==> src/sv/rtsf_pkg.sv <==
package rtsf_pkg;

    // Defaults for the top level parameters
    localparam int MAX_SAMPLES_DEF = 64;
    localparam int MAX_REGIONS_DEF = 16;

    // Fixed field widths
    localparam int VALUE_W = 16;
    localparam int THR_W   = 7;
    localparam int REG_W   = 5;
    localparam int DATA_W  = 32;
    localparam int PADDR_W = 3;

    localparam logic [REG_W-1:0] NUM_REGIONS_RST = REG_W'(2);

    // Register word indexes
    localparam logic REG_NUM_REGIONS = 1'b0;

    // Status codes
    localparam logic STATUS_OK  = 1'b0;
    localparam logic STATUS_ERR = 1'b1;

    // Sequencer states
    typedef enum logic [3:0] {
        ST_IDLE,
        ST_SPLIT_START,
        ST_SUM,
        ST_DIVL_START,
        ST_DIVL_WAIT,
        ST_DIVR_START,
        ST_DIVR_WAIT,
        ST_SSE,
        ST_CMP,
        ST_EMIT_SPLIT,
        ST_EMIT_FINAL,
        ST_EMIT_ERR
    } rtsf_state_t;

endpackage

==> src/sv/regression_tree_split_finder.sv <==
// Greedy least-squares regression tree splitter for one feature. Samples
// arrive one item per cycle and are stored at positions 0..K-1; the item with
// last_sample set starts the search, and no sample is taken until the last
// result of the run has been passed to the output register. Each split scans
// every cut of the current prefix of P+1 samples; one cut takes two passes
// over the sample memory (one read per cycle) plus two divisions in a shared
// restoring divider of one bit a cycle; a result may wait for the output
// register. num_regions results follow, clamped to 2..MAX_REGIONS:
// one per split, then the leftmost mean with last_result set. Too few samples,
// or a prefix that runs out, ends the run with a status 1 result.
module regression_tree_split_finder
    import rtsf_pkg::*;
#(
    parameter int MAX_SAMPLES = MAX_SAMPLES_DEF,
    parameter int MAX_REGIONS = MAX_REGIONS_DEF
)
(
    input  logic                      clk,
    input  logic                      rst_n,
    input  logic                      psel,
    input  logic                      penable,
    input  logic                      pwrite,
    input  logic [PADDR_W-1:0]        paddr,
    input  logic [DATA_W-1:0]         pwdata,
    output logic [DATA_W-1:0]         prdata,
    output logic                      pready,
    input  logic                      sample_valid,
    output logic                      sample_stall,
    input  logic signed [VALUE_W-1:0] sample_value,
    input  logic                      last_sample,
    output logic                      result_valid,
    input  logic                      result_stall,
    output logic [THR_W-1:0]          threshold_x2,
    output logic signed [VALUE_W-1:0] region_mean,
    output logic                      status,
    output logic                      last_result
);

    localparam int AW    = $clog2(MAX_SAMPLES);
    localparam int CTW   = $clog2(MAX_SAMPLES + 1);
    localparam int RGW   = $clog2(MAX_REGIONS + 1);
    localparam int CMPW  = (RGW > REG_W ? RGW : REG_W) > CTW
                         ? (RGW > REG_W ? RGW : REG_W) : CTW;
    localparam int SUM_W = VALUE_W + AW + 1;
    localparam int DIF_W = VALUE_W + 1;
    localparam int SQ_W  = 2 * DIF_W;
    localparam int COST_W = SQ_W + AW;

    rtsf_state_t state_reg, state_next;

    logic [REG_W-1:0]          nreg_reg;
    logic [CTW-1:0]            count_reg, count_next;
    logic [AW-1:0]             pe_reg,    pe_next;
    logic [CMPW-1:0]           split_reg, split_next;
    logic [AW-1:0]             cut_reg,   cut_next;
    logic [AW-1:0]             k_reg,     k_next;
    logic                      iss_reg,   iss_next;
    logic                      pv_reg,    pv_next;
    logic [AW-1:0]             pk_reg,    pk_next;
    logic                      sqv_reg,   sqv_next;
    logic [AW-1:0]             sqk_reg,   sqk_next;
    logic [SQ_W-1:0]           sq_reg,    sq_next;
    logic signed [SUM_W-1:0]   suml_reg,  suml_next;
    logic signed [SUM_W-1:0]   sumr_reg,  sumr_next;
    logic signed [VALUE_W-1:0] ml_reg,    ml_next;
    logic signed [VALUE_W-1:0] mr_reg,    mr_next;
    logic [COST_W-1:0]         cost_reg,  cost_next;
    logic [AW-1:0]             best_reg,  best_next;
    logic [COST_W-1:0]         bcost_reg, bcost_next;
    logic signed [VALUE_W-1:0] bml_reg,   bml_next;
    logic signed [VALUE_W-1:0] bmr_reg,   bmr_next;
    logic signed [VALUE_W-1:0] lmean_reg, lmean_next;
    logic                      ov_reg,    ov_next;
    logic [THR_W-1:0]          othr_reg,  othr_next;
    logic signed [VALUE_W-1:0] omean_reg, omean_next;
    logic                      ost_reg,   ost_next;
    logic                      olast_reg, olast_next;

    logic [CMPW-1:0]           nreg_ext;
    logic [CMPW-1:0]           eff_regions;
    logic [CTW-1:0]            cnt_new;
    logic [CTW-1:0]            cnt_m1;
    logic                      wr_en;
    logic signed [VALUE_W-1:0] rd_data;
    logic                      div_start;
    logic signed [SUM_W-1:0]   div_dividend;
    logic [AW:0]               div_divisor;
    logic                      div_done;
    logic signed [SUM_W-1:0]   div_q;
    logic signed [DIF_W-1:0]   diff;
    logic signed [SQ_W-1:0]    prod;
    logic                      out_free;
    logic [31:0]               thr_wide;
    logic                      cfg_wr;

    // Configuration register
    assign pready = 1'b1;
    assign cfg_wr = psel && penable && pwrite && (paddr[2] == REG_NUM_REGIONS);

    always_ff @(posedge clk or negedge rst_n)
    begin
        if (!rst_n)
        begin
            nreg_reg <= NUM_REGIONS_RST;
        end
        else if (cfg_wr)
        begin
            nreg_reg <= pwdata[REG_W-1:0];
        end
    end

    assign prdata = (paddr[2] == REG_NUM_REGIONS) ? DATA_W'(nreg_reg) : '0;

    // Clamp the region count into its legal range
    assign nreg_ext    = CMPW'(nreg_reg);
    assign eff_regions = (nreg_ext < CMPW'(2)) ? CMPW'(2)
                       : (nreg_ext > CMPW'(MAX_REGIONS)) ? CMPW'(MAX_REGIONS) : nreg_ext;

    assign sample_stall = (state_reg != ST_IDLE);
    assign wr_en        = sample_valid && !sample_stall && (count_reg < CTW'(MAX_SAMPLES));
    assign cnt_new      = wr_en ? count_reg + CTW'(1) : count_reg;
    assign cnt_m1       = cnt_new - CTW'(1);

    rtsf_store #(
        .DEPTH (MAX_SAMPLES),
        .AW    (AW)
    ) u_store (
        .clk     (clk),
        .wr_en   (wr_en),
        .wr_addr (count_reg[AW-1:0]),
        .wr_data (sample_value),
        .rd_addr (k_reg),
        .rd_data (rd_data)
    );

    assign div_start    = (state_reg == ST_DIVL_START) || (state_reg == ST_DIVR_START);
    assign div_dividend = (state_reg == ST_DIVL_START) ? suml_reg : sumr_reg;
    assign div_divisor  = (state_reg == ST_DIVL_START) ? ({1'b0, cut_reg} + (AW+1)'(1))
                                                       : ({1'b0, pe_reg} - {1'b0, cut_reg});

    rtsf_divider #(
        .SW (SUM_W),
        .DW (AW + 1)
    ) u_div (
        .clk      (clk),
        .rst_n    (rst_n),
        .start    (div_start),
        .dividend (div_dividend),
        .divisor  (div_divisor),
        .done     (div_done),
        .quotient (div_q)
    );

    // Deviation of the sample from its part mean, and its square
    assign diff     = ((pk_reg <= cut_reg) ? DIF_W'(ml_reg) : DIF_W'(mr_reg)) - DIF_W'(rd_data);
    assign prod     = diff * diff;
    assign out_free = !ov_reg || !result_stall;
    assign thr_wide = 32'(best_reg) * 32'd2 + 32'd3;

    // Sequencer: next state and datapath control
    always_comb
    begin
        state_next = state_reg;
        count_next = count_reg;
        pe_next    = pe_reg;
        split_next = split_reg;
        cut_next   = cut_reg;
        k_next     = k_reg;
        iss_next   = 1'b0;
        pv_next    = iss_reg;
        pk_next    = k_reg;
        sqv_next   = 1'b0;
        sqk_next   = pk_reg;
        sq_next    = sq_reg;
        suml_next  = suml_reg;
        sumr_next  = sumr_reg;
        ml_next    = ml_reg;
        mr_next    = mr_reg;
        cost_next  = cost_reg;
        best_next  = best_reg;
        bcost_next = bcost_reg;
        bml_next   = bml_reg;
        bmr_next   = bmr_reg;
        lmean_next = lmean_reg;
        ov_next    = ov_reg && result_stall;
        othr_next  = othr_reg;
        omean_next = omean_reg;
        ost_next   = ost_reg;
        olast_next = olast_reg;

        // Advance the read address while a pass is running
        if (iss_reg)
        begin
            if (k_reg == pe_reg)
            begin
                iss_next = 1'b0;
            end
            else
            begin
                iss_next = 1'b1;
                k_next   = k_reg + AW'(1);
            end
        end

        unique case (state_reg)
            ST_IDLE:
            begin
                count_next = cnt_new;
                if (sample_valid && last_sample)
                begin
                    if (CMPW'(cnt_new) < eff_regions)
                    begin
                        state_next = ST_EMIT_ERR;
                    end
                    else
                    begin
                        pe_next    = cnt_m1[AW-1:0];
                        split_next = '0;
                        state_next = ST_SPLIT_START;
                    end
                end
            end
            ST_SPLIT_START:
            begin
                if (pe_reg == '0)
                begin
                    state_next = ST_EMIT_ERR;
                end
                else
                begin
                    cut_next   = '0;
                    suml_next  = '0;
                    sumr_next  = '0;
                    k_next     = '0;
                    iss_next   = 1'b1;
                    state_next = ST_SUM;
                end
            end
            ST_SUM:
            begin
                if (pv_reg)
                begin
                    if (pk_reg <= cut_reg)
                    begin
                        suml_next = suml_reg + SUM_W'(rd_data);
                    end
                    else
                    begin
                        sumr_next = sumr_reg + SUM_W'(rd_data);
                    end
                    if (pk_reg == pe_reg)
                    begin
                        state_next = ST_DIVL_START;
                    end
                end
            end
            ST_DIVL_START:
            begin
                state_next = ST_DIVL_WAIT;
            end
            ST_DIVL_WAIT:
            begin
                if (div_done)
                begin
                    ml_next    = div_q[VALUE_W-1:0];
                    state_next = ST_DIVR_START;
                end
            end
            ST_DIVR_START:
            begin
                state_next = ST_DIVR_WAIT;
            end
            ST_DIVR_WAIT:
            begin
                if (div_done)
                begin
                    mr_next    = div_q[VALUE_W-1:0];
                    cost_next  = '0;
                    k_next     = '0;
                    iss_next   = 1'b1;
                    state_next = ST_SSE;
                end
            end
            ST_SSE:
            begin
                sqv_next = pv_reg;
                if (pv_reg)
                begin
                    sq_next = SQ_W'(prod);
                end
                if (sqv_reg)
                begin
                    cost_next = cost_reg + COST_W'(sq_reg);
                    if (sqk_reg == pe_reg)
                    begin
                        state_next = ST_CMP;
                    end
                end
            end
            ST_CMP:
            begin
                // Keep the first cut of least cost
                if ((cut_reg == '0) || (cost_reg < bcost_reg))
                begin
                    best_next  = cut_reg;
                    bcost_next = cost_reg;
                    bml_next   = ml_reg;
                    bmr_next   = mr_reg;
                end
                if (cut_reg == pe_reg - AW'(1))
                begin
                    state_next = ST_EMIT_SPLIT;
                end
                else
                begin
                    cut_next   = cut_reg + AW'(1);
                    suml_next  = '0;
                    sumr_next  = '0;
                    k_next     = '0;
                    iss_next   = 1'b1;
                    state_next = ST_SUM;
                end
            end
            ST_EMIT_SPLIT:
            begin
                if (out_free)
                begin
                    ov_next    = 1'b1;
                    othr_next  = thr_wide[THR_W-1:0];
                    omean_next = bmr_reg;
                    ost_next   = STATUS_OK;
                    olast_next = 1'b0;
                    lmean_next = bml_reg;
                    pe_next    = best_reg;
                    split_next = split_reg + CMPW'(1);
                    if (split_reg + CMPW'(1) == eff_regions - CMPW'(1))
                    begin
                        state_next = ST_EMIT_FINAL;
                    end
                    else
                    begin
                        state_next = ST_SPLIT_START;
                    end
                end
            end
            ST_EMIT_FINAL:
            begin
                if (out_free)
                begin
                    ov_next    = 1'b1;
                    othr_next  = '0;
                    omean_next = lmean_reg;
                    ost_next   = STATUS_OK;
                    olast_next = 1'b1;
                    count_next = '0;
                    pe_next    = '0;
                    split_next = '0;
                    state_next = ST_IDLE;
                end
            end
            ST_EMIT_ERR:
            begin
                if (out_free)
                begin
                    ov_next    = 1'b1;
                    othr_next  = '0;
                    omean_next = '0;
                    ost_next   = STATUS_ERR;
                    olast_next = 1'b1;
                    count_next = '0;
                    pe_next    = '0;
                    split_next = '0;
                    state_next = ST_IDLE;
                end
            end
            default:
            begin
                state_next = ST_IDLE;
            end
        endcase
    end

    // Control registers
    always_ff @(posedge clk or negedge rst_n)
    begin
        if (!rst_n)
        begin
            state_reg <= ST_IDLE;
            count_reg <= '0;
            pe_reg    <= '0;
            split_reg <= '0;
            iss_reg   <= 1'b0;
            pv_reg    <= 1'b0;
            sqv_reg   <= 1'b0;
            ov_reg    <= 1'b0;
        end
        else
        begin
            state_reg <= state_next;
            count_reg <= count_next;
            pe_reg    <= pe_next;
            split_reg <= split_next;
            iss_reg   <= iss_next;
            pv_reg    <= pv_next;
            sqv_reg   <= sqv_next;
            ov_reg    <= ov_next;
        end
    end

    // Datapath registers
    always_ff @(posedge clk)
    begin
        cut_reg   <= cut_next;
        k_reg     <= k_next;
        pk_reg    <= pk_next;
        sqk_reg   <= sqk_next;
        sq_reg    <= sq_next;
        suml_reg  <= suml_next;
        sumr_reg  <= sumr_next;
        ml_reg    <= ml_next;
        mr_reg    <= mr_next;
        cost_reg  <= cost_next;
        best_reg  <= best_next;
        bcost_reg <= bcost_next;
        bml_reg   <= bml_next;
        bmr_reg   <= bmr_next;
        lmean_reg <= lmean_next;
        othr_reg  <= othr_next;
        omean_reg <= omean_next;
        ost_reg   <= ost_next;
        olast_reg <= olast_next;
    end

    assign result_valid = ov_reg;
    assign threshold_x2 = othr_reg;
    assign region_mean  = omean_reg;
    assign status       = ost_reg;
    assign last_result  = olast_reg;

endmodule

==> src/sv/rtsf_store.sv <==
module rtsf_store
    import rtsf_pkg::*;
#(
    parameter int DEPTH = MAX_SAMPLES_DEF,
    parameter int AW    = $clog2(DEPTH)
)
(
    input  logic                      clk,
    input  logic                      wr_en,
    input  logic [AW-1:0]             wr_addr,
    input  logic signed [VALUE_W-1:0] wr_data,
    input  logic [AW-1:0]             rd_addr,
    output logic signed [VALUE_W-1:0] rd_data
);

    logic signed [VALUE_W-1:0] mem [DEPTH];
    logic signed [VALUE_W-1:0] rd_data_reg;

    // Write one sample, read one sample a cycle
    always_ff @(posedge clk)
    begin
        if (wr_en)
        begin
            mem[wr_addr] <= wr_data;
        end
        rd_data_reg <= mem[rd_addr];
    end

    assign rd_data = rd_data_reg;

endmodule

==> src/sv/rtsf_divider.sv <==
module rtsf_divider
    import rtsf_pkg::*;
#(
    parameter int SW = 23,
    parameter int DW = 7
)
(
    input  logic                 clk,
    input  logic                 rst_n,
    input  logic                 start,
    input  logic signed [SW-1:0] dividend,
    input  logic [DW-1:0]        divisor,
    output logic                 done,
    output logic signed [SW-1:0] quotient
);

    localparam int CW = $clog2(SW + 1);

    logic [SW-1:0] mag_reg,  mag_next;
    logic [DW:0]   rem_reg,  rem_next;
    logic [DW-1:0] div_reg,  div_next;
    logic          neg_reg,  neg_next;
    logic [CW-1:0] cnt_reg,  cnt_next;
    logic          busy_reg, busy_next;
    logic          done_reg, done_next;
    logic [DW+1:0] rem_shift;
    logic [DW+1:0] rem_diff;

    // One restoring step a cycle on the magnitude
    always_comb
    begin
        mag_next  = mag_reg;
        rem_next  = rem_reg;
        div_next  = div_reg;
        neg_next  = neg_reg;
        cnt_next  = cnt_reg;
        busy_next = busy_reg;
        done_next = 1'b0;
        rem_shift = {rem_reg, mag_reg[SW-1]};
        rem_diff  = rem_shift - {2'b00, div_reg};
        if (start)
        begin
            neg_next  = dividend[SW-1];
            mag_next  = dividend[SW-1] ? SW'(-dividend) : SW'(dividend);
            rem_next  = '0;
            div_next  = divisor;
            cnt_next  = CW'(SW);
            busy_next = 1'b1;
        end
        else if (busy_reg)
        begin
            if (!rem_diff[DW+1])
            begin
                rem_next = rem_diff[DW:0];
                mag_next = {mag_reg[SW-2:0], 1'b1};
            end
            else
            begin
                rem_next = rem_shift[DW:0];
                mag_next = {mag_reg[SW-2:0], 1'b0};
            end
            cnt_next = cnt_reg - CW'(1);
            if (cnt_reg == CW'(1))
            begin
                busy_next = 1'b0;
                done_next = 1'b1;
            end
        end
    end

    always_ff @(posedge clk or negedge rst_n)
    begin
        if (!rst_n)
        begin
            busy_reg <= 1'b0;
            done_reg <= 1'b0;
            cnt_reg  <= '0;
        end
        else
        begin
            busy_reg <= busy_next;
            done_reg <= done_next;
            cnt_reg  <= cnt_next;
        end
    end

    always_ff @(posedge clk)
    begin
        mag_reg <= mag_next;
        rem_reg <= rem_next;
        div_reg <= div_next;
        neg_reg <= neg_next;
    end

    // Restore the sign: truncation toward zero
    assign done     = done_reg;
    assign quotient = neg_reg ? SW'(-mag_reg) : mag_reg;

endmodule
==> config.mk <==
export PLATFORM = sky130hd
export DESIGN_NAME = regression_tree_split_finder
export DESIGN_NICKNAME = d
export VERILOG_FILES = /design/src/sv/rtsf_pkg.sv /design/src/sv/regression_tree_split_finder.sv /design/src/sv/rtsf_store.sv /design/src/sv/rtsf_divider.sv
export SDC_FILE = /design/constraint.sdc
export NUM_CORES = 2
export LEC_CHECK = 0
export BUFFER_PORTS_ARGS = -buffer_cell sky130_fd_sc_hd__buf_2
export CELL_PAD_IN_SITES_DETAIL_PLACEMENT = 1
export CELL_PAD_IN_SITES_GLOBAL_PLACEMENT = 1
export CORE_MARGIN = 2
export CORE_UTILIZATION = 46
export DETAILED_ROUTE_END_ITERATION = 8
export HOLD_SLACK_MARGIN = 0.06
export PLACE_DENSITY_LB_ADDON = 0.15
export SLEW_MARGIN = 40
export SYNTH_ARGS = -nofsm -noshare
export SYNTH_HDL_FRONTEND = slang
export SYNTH_SLANG_ARGS = --single-unit
==> constraint.sdc <==
create_clock -name clk -period 14.24 [get_ports clk]
set_input_delay 2.848 -clock clk [delete_from_list [all_inputs] [get_ports clk]]
set_output_delay 2.848 -clock clk [all_outputs]
set_load 0.05 [all_outputs]
==> results_dict.tcl <==
set metrics [dict create \
    synth_area_leader_cell "sky130_fd_sc_hd__edfxtp_1" \
    period_share_pct 83.5 \
    dominantRegCellSynth "sky130_fd_sc_hd__edfxtp_1" \
    max-clock-path-buffers 3 \
    timing.critical_path.fanout_max 21 \
    fin_worst_skew_ns 0.0615 \
    yosys_warnings 0 \
    met3RoutedLength_um 7530 \
    clock_tree.root_cell "sky130_fd_sc_hd__clkbuf_16" \
    hpwlAfterDp_um 124000 \
    clk_sinks 1413 \
    cts.repair_timing.setup_buffer_count 0 \
    grt_pass1_vias 44200 \
    core_area_sq_mm 0.154 \
    yosys.area_share.adder_pct 12.2 \
    worst_slew_pin_slew_ns 0.890 \
    drt-pass1-iter-count 5 \
    die_height_um 397 \
    routabilityCongestion 0.827 \
    postLayoutCoreUtil_pct 51.5 \
    status "complete, no violations" \
    fin_nets 5839 \
    synth_cells 5114 \
    yosysSeqAreaShare_pct 58.7 \
    largest_net_degree_at_the_start_of_global_routing 102 \
    synth_top_cells_by_count "sky130_fd_sc_hd__edfxtp_1 (1331), sky130_fd_sc_hd__inv_1 (448), sky130_fd_sc_hd__nor2_1 (342), sky130_fd_sc_hd__nand2_1 (335), sky130_fd_sc_hd__fa_1 (274)" \
    finalHoldViolCount 0 \
    dr.first_iter.drc_count 2631 \
    largest_register_ff_count 1024 \
    grt_antenna_before_repair 4 \
    grt_setup_unrepaired "false" \
    postSynth.asyncResetShare_pct 2.83 \
    total_of_endpoints_with_negative_setup_slack_in_the_final_report 0 \
    synth.most_common_cell "sky130_fd_sc_hd__edfxtp_1" \
    combinational_family_with_the_most_area_after_synthesis "adder cells" \
    synthSimpleGateAreaFrac_pct 6.28 \
    postSynthAreaPerCell_sq_um 13.9 \
    synthToLayoutAreaGrowth_pct 11.3 \
    synth_cell_area_sq_mm 0.0712 \
    dr.max_layer_used "met4" \
    wl_met2_um 92100 \
    cts-hold-fix-buffers 0 \
    critPathRequiredTime_ns 14.75 \
    timing.critical_path.slowest_cell_delay_ns 0.87 \
    crit_path_frequent_cell "sky130_fd_sc_hd__fa_1" \
    clock_tree_from_tritoncts "done" \
    routed_via_density 5.63 \
    timing_worst_setup_path_type "reg -> reg" \
    cts_resized 0 \
    initial_utilization_pct 46.3 \
    layout.filler_cells 15100 \
    portBuffers 61 \
    maxClockFrequency_ghz 0.0841 \
    multi_input_area_sq_mm 0.0269 \
    synth_mux_area_share_pct 9.10 \
    startpoint_type "flop" \
    fp-row-count 144 \
    route.antenna.remaining_nets 0 \
    synth_xor_xnor_area_share_pct 2.66 \
    hold_class "reg -> reg" \
    post_synth_top_area_share_pct 56.1 \
    timing.rr.start "cut_reg[1]$_SDFFCE_PN0P_" \
    num_io_pins 119 \
    count_of_flip_flops_with_a_built_in_enable_after_synthesis 1331 \
    fp.dieW_um 397 \
    wl_met1_um 79100 \
    relSlewSlack_pct 40.6 \
    startpoint "cut_reg[1]$_SDFFCE_PN0P_" \
    route.vias.total 41800 \
    grtUsageTotal_pct 23.4 \
    synthesis_stage_register_bit_count 1413 \
    grt_pass1_wl_um 278000 \
    critPathSlowestCell "sky130_fd_sc_hd__fa_1" \
    total_neg_setup_slack_ns 0 \
    hold_path_startpoint "iss_reg$_DFF_PN0_" \
    drcViolationCount 0 \
    htreeDepth 4 \
    cts-buffers-inserted 152 \
    synth.lib_cells_used.distinct 89 \
    drv.max_cap_violation_count 0 \
    clk_latency_ns 0.78 \
    sum_of_routed_wire_length_over_all_layers_um 183000 \
    min_period_ns 11.89 \
    timing.final.max_slew_violations 0 \
    cts.clk_slew.worst_paths_ns 0.06 \
    global_route.overflow_total 0 \
    yosys-top-cells-area "sky130_fd_sc_hd__edfxtp_1 (56%), sky130_fd_sc_hd__fa_1 (7.7%), sky130_fd_sc_hd__mux4_2 (4.6%), sky130_fd_sc_hd__ha_1 (4.5%), sky130_fd_sc_hd__mux2i_1 (3.1%)" \
    timing.critical_path.to_type "flop" \
    drt-wirelength-per-cell_um 24.7 \
    compound_gate_portion_of_the_synthesized_area_pct 7.23 \
    die-area_sq_mm 0.158 \
    layout-drive-gt1-share_pct 12.9 \
    final-seq-area_sq_mm 0.0418 \
    arrival_ns 12.40 \
]
[critical path: cells and delay by family, from the launching register on]
kind / cells / cell delay, ns
and+or+nand+nor: 7 / 1.52
xor gates and xnor gates: 1 / 0.08
DFF: 1 / 0.54
AOI/OAI and AO/OA: 16 / 3.98
buffers and inverters: 2 / 0.67
adders and majority gates: 10 / 4.45
muxes: 1 / 0.37
[placed cells by master, fill, tap and decap left out, types with 44 or more instances in the layout]
cell type,instances
sky130_fd_sc_hd__clkbuf_16,154
sky130_fd_sc_hd__nand3_1,49
sky130_fd_sc_hd__o22ai_1,66
sky130_fd_sc_hd__ha_1,253
sky130_fd_sc_hd__fa_1,273
sky130_fd_sc_hd__buf_2,60
sky130_fd_sc_hd__o21ai_0,191
sky130_fd_sc_hd__o221ai_1,66
sky130_fd_sc_hd__edfxtp_1,1331
sky130_fd_sc_hd__nor2_1,334
sky130_fd_sc_hd__nand2_1,330
sky130_fd_sc_hd__mux2i_1,223
sky130_fd_sc_hd__nor3_1,45
sky130_fd_sc_hd__mux4_2,144
sky130_fd_sc_hd__a21o_1,54
sky130_fd_sc_hd__xnor2_1,140
sky130_fd_sc_hd__inv_1,448
sky130_fd_sc_hd__mux2_2,87
sky130_fd_sc_hd__a21oi_1,252
sky130_fd_sc_hd__nor2b_1,44
sky130_fd_sc_hd__xor2_1,75
sky130_fd_sc_hd__buf_4,120
[cell type report]
type,instances,share of cell area [%]
Inverter,456,2.16
Antenna cell,3,0.00948
Tap cell,2044,3.23
Sequential cell,1413,52.8
Clock buffer,195,5.11
Clock inverter,80,0.989
Multi-Input combinational cell,3040,34.0
Timing Repair Buffer,189,1.71
[worst paths after layout]
path | endpoint | slack, ns | cells after the start
max in group asynchronous | split_reg[1]$_DFFE_PN0P_ | 11.74 | 1
min reg2reg | pv_reg$_DFF_PN0_ | 0.38 | 0
max reg2reg | sq_reg[33]$_DFFE_PP_ | 2.35 | 37
min | pv_reg$_DFF_PN0_ | 0.38 | 0
max | sq_reg[33]$_DFFE_PP_ | 2.35 | 37
min in group asynchronous | count_reg[1]$_DFFE_PN0P_ | 2.07 | 1
[layer usage]
layer / vias to the layer above / track usage (%)
met5: - / 0
met4: 0 / 6.41
met3: 232 / 3.23
met2: 839 / 40.2
met1: 21700 / 31.2
li1: 19000 / -
[cells by family (layout without fill, tap and decap cells)]
family          Yosys count  in the layout
compound gates          825            825
xor+xnor                216            216
fa+ha+maj               528            528
buf+inv                 687            920
flops                  1413           1413
mux                     456            456
other cells               2             31
simple gates            987            987
[stage by stage]
| step | instance area, sq um | hold slack [ns] | setup slack, ns | std cells |
|---|---|---|---|---|
| finish | 79200 | 0.384 | 2.35 | 7420 |
| global route | 79200 | 0.399 | 1.51 | 7417 |
| CTS | 79200 | 0.382 | 2.23 | 7415 |
| detailed placement | 74300 | 0.369 | 2.28 | 7140 |
| global placement | 74200 | 0.382 | 2.28 | 7139 |
| floorplan | 71300 | 0.329 | 4.04 | 5140 |
Power is left out: the tool's default activity adds up to more than one toggle a clock period on the data nets, which glitch-free logic cannot reach.
